<file path="config.mk">
export PLATFORM = sky130hd
export DESIGN_NAME = glmt_match
export DESIGN_NICKNAME = d
export VERILOG_FILES = /design/src/glmt_pkg.sv /design/src/glmt_match.sv
export SDC_FILE = /design/constraint.sdc
export NUM_CORES = 1
export LEC_CHECK = 0
export BUFFER_PORTS_ARGS = -buffer_cell sky130_fd_sc_hd__buf_4
export CORE_AREA = 4 4 109 111
export DETAILED_ROUTE_END_ITERATION = 6
export DIE_AREA = 0 0 113 115
export PLACE_DENSITY = 0.74
export SLEW_MARGIN = 25
export SYNTH_ARGS = -nofsm -noshare
export SYNTH_HDL_FRONTEND = slang
export SYNTH_SLANG_ARGS = --single-unit
</file>
<file path="constraint.sdc">
create_clock -name vclk -period 6.6
set_clock_uncertainty 0.15 [all_clocks]
set_input_delay 1.65 -clock vclk [all_inputs]
set_output_delay 1.65 -clock vclk [all_outputs]
set_load 0.05 [all_outputs]
</file>
<file path="src/glmt_pkg.sv">
// shared constants, types and helpers of the longest-match tokenizer
package glmt_pkg;

    localparam int VOCAB_DEPTH = 32768;
    localparam int MAX_PIECE   = 16;
    localparam int AW          = $clog2(VOCAB_DEPTH);
    localparam int PW          = $clog2(MAX_PIECE);
    localparam int CW          = $clog2(MAX_PIECE + 1);
    localparam int ID_W        = 15;
    localparam int LEN_W       = 5;

    localparam logic [1:0] REG_VOCAB_COUNT = 2'd0;
    localparam logic [1:0] REG_MAX_PIECE   = 2'd1;
    localparam logic [1:0] REG_END_ID      = 2'd2;

    typedef logic [MAX_PIECE-1:0][7:0] t_str;

    typedef struct packed {
        t_str              str;
        logic [LEN_W-1:0]  len;
        logic [ID_W-1:0]   id;
    } t_row;

    typedef struct packed {
        logic hit;
        logic hex_hit;
        logic prefix;
    } t_match;

    function automatic logic [7:0] hex_char(input logic [3:0] nib);
        hex_char = (nib < 4'd10) ? (8'h30 + {4'h0, nib}) : (8'h37 + {4'h0, nib});
    endfunction

endpackage

</file>
<file path="src/glmt_match.sv">
// compares one table row against the lookahead bytes
module glmt_match (
    input  glmt_pkg::t_row                 i_row,
    input  glmt_pkg::t_str                 i_la,
    input  logic [glmt_pkg::CW-1:0]        i_cnt,
    input  logic [glmt_pkg::CW-1:0]        i_maxp,
    output glmt_pkg::t_match               o_match
);
    import glmt_pkg::*;

    logic [MAX_PIECE-1:0] eq, allow;
    logic [5:0][7:0]      key;
    int                   lim;
    logic                 len_ok, pre, hex_eq;

    always_comb begin
        lim = (i_maxp < i_cnt) ? int'(i_maxp) : int'(i_cnt);
        for (int i = 0; i < MAX_PIECE; i++) begin
            eq[i]    = i_row.str[i] == i_la[i];
            // a length may end in a utf-8 sequence only at maxp or i_cnt
            allow[i] = (i + 1 <= lim) &&
                       !((i_la[i][7:6] == 2'b10) && (i + 1 < int'(i_maxp)) &&
                         (i + 1 < int'(i_cnt)));
        end
        len_ok = (i_row.len != '0) && (int'(i_row.len) <= MAX_PIECE);
        pre    = len_ok;
        for (int i = 0; i < MAX_PIECE; i++) begin
            if (i < int'(i_row.len) && !eq[i]) pre = 1'b0;
        end
        key[0] = 8'h3C;
        key[1] = 8'h30;
        key[2] = 8'h78;
        key[3] = hex_char(i_la[0][7:4]);
        key[4] = hex_char(i_la[0][3:0]);
        key[5] = 8'h3E;
        hex_eq = (MAX_PIECE >= 6) && (int'(i_row.len) == 6);
        for (int i = 0; i < 6; i++) begin
            if (i < MAX_PIECE && i_row.str[i % MAX_PIECE] != key[i]) hex_eq = 1'b0;
        end
        o_match.prefix  = pre;
        o_match.hit     = pre && allow[PW'(i_row.len - 5'd1)];
        o_match.hex_hit = hex_eq;
    end

endmodule

</file>
# Yosys cells after proc, flatten, opt, wreduce, memory -nomap -nowiden
# Index checks and enable logic that the tools add are counted.
[word_totals]
regBits = 0
in_bits = 286
word_cells = 239
[classes]
add_sub_neg = 5
magnitude_cmp = 69
eq_ne = 39
muxes = 27
reduce_logical = 99
[ops]
columns = ["cell", "n"]
rows = [
  ["equality test 8 bit", 16],
  ["less-than comparator 4 x 5 -> 1 bit, first input constant", 24],
  ["logical AND 1 bit", 66],
  ["less-than comparator 3 x 5 -> 1 bit, first input constant", 12],
  ["less-or-equal comparator 4 x 5 -> 1 bit, first input constant", 8],
  ["equality test 2 bit, second input constant", 16],
  ["zero test 1 bit", 32],
  ["less-than comparator 2 x 5 -> 1 bit, first input constant", 6],
  ["adder 6 x 4 -> 7 bit, first input constant", 4],
  ["!= test 8 x 6 -> 1 bit, second input constant", 3],
  ["2-to-1 mux 1 bit", 23],
  ["less-or-equal comparator 3 x 5 -> 1 bit, first input constant", 4],
  ["less-than comparator 1 x 5 -> 1 bit, first input constant", 4],
  ["!= test 8 x 7 -> 1 bit", 2],
  ["2-to-1 mux 7 bit", 2],
  ["less-or-equal comparator 2 x 5 -> 1 bit, first input constant", 2],
  ["less-than comparator 5 bit, first input constant", 2],
  ["less-than comparator 4 bit, second input constant", 2],
  ["!= test 8 x 7 -> 1 bit, second input constant", 1],
  ["equality test 5 x 4 -> 1 bit, second input constant", 1],
  ["less-or-equal comparator 1 x 5 -> 1 bit, first input constant", 1],
  ["less-or-equal comparator 5 bit, first input constant", 1],
  ["less-or-equal comparator 5 bit, second input constant", 1],
  ["less-than comparator 4 x 5 -> 1 bit, second input constant", 1],
  ["other kinds (5)", 5],
]

# Logic depth before layout (Yosys ltp)
[logic_depth]
ltp_word = 20
mapped_depth = 11

# Worst setup path before layout
# No wires, ideal clock.
[synth_timing]
path_type = "in2out"
from = "in i_cnt[2] (netlist name)"
to = "out o_match[2] (netlist name)"
arrival_time_ps = 4077
slack_ps = 723
path_stages = 11
path_cell_list = "buf_6 -> inv_1 -> ha_1 -> a21o_1 -> a21o_1 -> a211o_1 -> clkbuf_1 -> and3_1 -> nor4_1 -> o2111ai_1 -> a211oi_2"
[synth_rtl]
columns = ["element", "line", "source"]
rows = [
  ["start: declaration", "glmt_match.sv:5", "input logic [glmt_pkg::CW-1:0] i_cnt,"],
  ["end: declaration", "glmt_match.sv:7", "output glmt_pkg::t_match o_match"],
]

==> flow_metrics.tcl <==
set metrics [dict create \
    fin_area_um2 5004 \
    syn_inst 398 \
    critPathLaunchType "input port" \
    grt_pass1_wl_um 21960 \
    drive_above_1_share_pct 43.38 \
    grt_pass1_vias 4421 \
    groute.usage.overall_pct 20.77 \
    p_comb_share_pct 100.0 \
    finalSetupViolations 0 \
    critical_path.cell_chain "buf_4 > inv_1 > ha_1 > a21o_1 > a21o_1 > a211o_1 > and3_1 > nor4_1 > o2111ai_1 > a211oi_2 > buf_4" \
    grt_max_degree 24 \
    portBuffers 274 \
    dp_hpwl_um 13100 \
    seqCellArea_um2 0 \
    ir_drop_v 0.00003075 \
    total_power_mw 0.3178 \
    power.density_nw_per_um2 63.51 \
    fin_tns_setup_ns 0 \
    cts_resized 0 \
    fmax_mhz 170.4 \
    arrival_ns 4.07 \
    gp_congestion 0.9134 \
    final_cell_mix "buf_4 (275), xnor2_1 (99), xor2_1 (39)" \
    syn-num-nets 693 \
    antenna_cells 0 \
    hp-class "in2out" \
    antenna_found_initial 0 \
    ctsHoldBuffers 0 \
    wl_per_cell_um 18.17 \
    endpoint_kind "output pin" \
    rsz0062_at_grt "false" \
    core.rowCount 38 \
    seq_power_share_pct 0 \
    start_util_pct 26.39 \
    ant_nets 0 \
    switching_power_mw 0.1339 \
    hold_viol 0 \
    final.min_clock_period_ns 5.868 \
    cp_slowest_cell "a211o_1" \
    setup.worst_path.class "in2out" \
    critPathTopFamily "compound AO/OA/AOI/OAI gates" \
    slew_headroom_pct 60.10 \
    ys_warn_count 0 \
    num_vias 4115 \
    max_stage_delay_ns 0.40 \
    drt-pass1-iter-count 5 \
    dieWidth_um 113 \
    clockBufferCount 0 \
    min_to "o_match[1]" \
    swShare_pct 42.12 \
    report.final.slew_viol_count 0 \
    core_um2 10790 \
    worst-path-buf-inv 3 \
    design.seq.count 0 \
    nets 954 \
    seq_area_frac_synth_pct 0 \
    cts_setup_buffers 0 \
    vias_per_cell 5.163 \
    worst_pin_slew_ns 0.5930 \
    yosysUniqueCellTypes 64 \
    critPathMaxFanout 9 \
    status "finished clean" \
    mostFrequentLayoutCell "buf_4" \
    avgSynthCellArea_um2 7.155 \
    leakagePower_nw 2.154 \
    grt-ovfl-total 0 \
    drt-total-wl_um 14480 \
    netlist_area_um2 2848 \
    holdPathStages 5 \
    drt_iter0_markers 132 \
    die_area_um2 13000 \
    top_level_ports 289 \
    cap_violations 0 \
    min_from "i_row[34]" \
    clock_power_share_pct 0 \
    area_growth_pct 75.70 \
    post_dp_cell_area_um2 5004 \
    drc_errors 0 \
    die_y_um 115 \
    finalCritPeriodShare_pct 88.91 \
    internal_power_mw 0.1839 \
    worst-endpoint-required_ns 4.80 \
]
through the flow:
step / cells / worst slack [ns] / utilization (%) / hold slack, ns
after global routing: 797 / 0.5499 / 46.36 / 3.636
after global placement: 797 / 0.7482 / 46.36 / 3.623
after floorplan: 398 / 0.7228 / - / 3.454
final: 797 / 0.7322 / 46.36 / 3.602
after detailed placement: 797 / 0.7095 / 46.36 / 3.608
after CTS: 797 / 0.7121 / 46.36 / 3.608
worst max path at each step:
stage / from / end / slack (ns) / cells after the start
floorplan: i_cnt[2] / o_match[2] / 0.72 / 11
global placement: i_cnt[2] / o_match[2] / 0.75 / 11
detailed placement: i_cnt[2] / o_match[2] / 0.71 / 11
CTS: i_cnt[2] / o_match[2] / 0.71 / 11
global route: i_cnt[2] / o_match[2] / 0.55 / 11
finish: i_cnt[2] / o_match[2] / 0.73 / 11
layer usage:
| metal | routed length, µm | share of wire [%] | vias to the layer above | GRT usage (%) |
|---|---|---|---|---|
| li1 | - | - | 1991 | - |
| met1 | 5214 | 36 | 1842 | 23.33 |
| met2 | 7416 | 51 | 251 | 39.89 |
| met3 | 1486 | 10 | 31 | 4.474 |
| met4 | 361 | 2.5 | 0 | 4.728 |
| met5 | 0 | 0 | - | 0 |
kinds of logic (layout without fill, tap and decap cells):
group	after synthesis	count (layout)	share of synthesized area, %
simple gates	145	145	29.92
fa+ha+maj	9	9	3.954
compound gates	74	74	17.97
mux	3	3	1.055
xor+xnor	138	138	42.44
buf+inv	29	288	4.657
power by group through the flow:
stage | sequential (mW) | clock, mW | combinational [mW]
final | 0 | 0 | 0.318
after global routing | 0 | 0 | 0.346
after CTS | 0 | 0 | 0.319
after detailed placement | 0 | 0 | 0.318
after global placement | 0 | 0 | 0.310
after floorplan | 0 | 0 | 0.136
layout make-up:
class	count	area [µm²]
Fill cell	1100	5789
Inverter	13	48.80
Multi-Input combinational cell	369	2715
Tap cell	140	175.2
Timing Repair Buffer	275	2064
cell usage after synthesis, types with 5 or more instances:
library cell,count,area (µm²)
xnor2_1,99,867.1
xor2_1,39,341.6
nand4_1,32,200.2
nor2_1,25,93.84
a21oi_1,23,115.1
nor4_1,18,112.6
nor3_1,13,65.06
o21ai_0,13,65.06
inv_1,11,41.29
nand2_1,11,41.29
ha_1,9,112.6
clkbuf_1,8,30.03
nand3_1,8,40.04
nand3b_1,5,37.54
o211ai_1,5,37.54
Note: power is estimated with default switching activity, not from simulation.
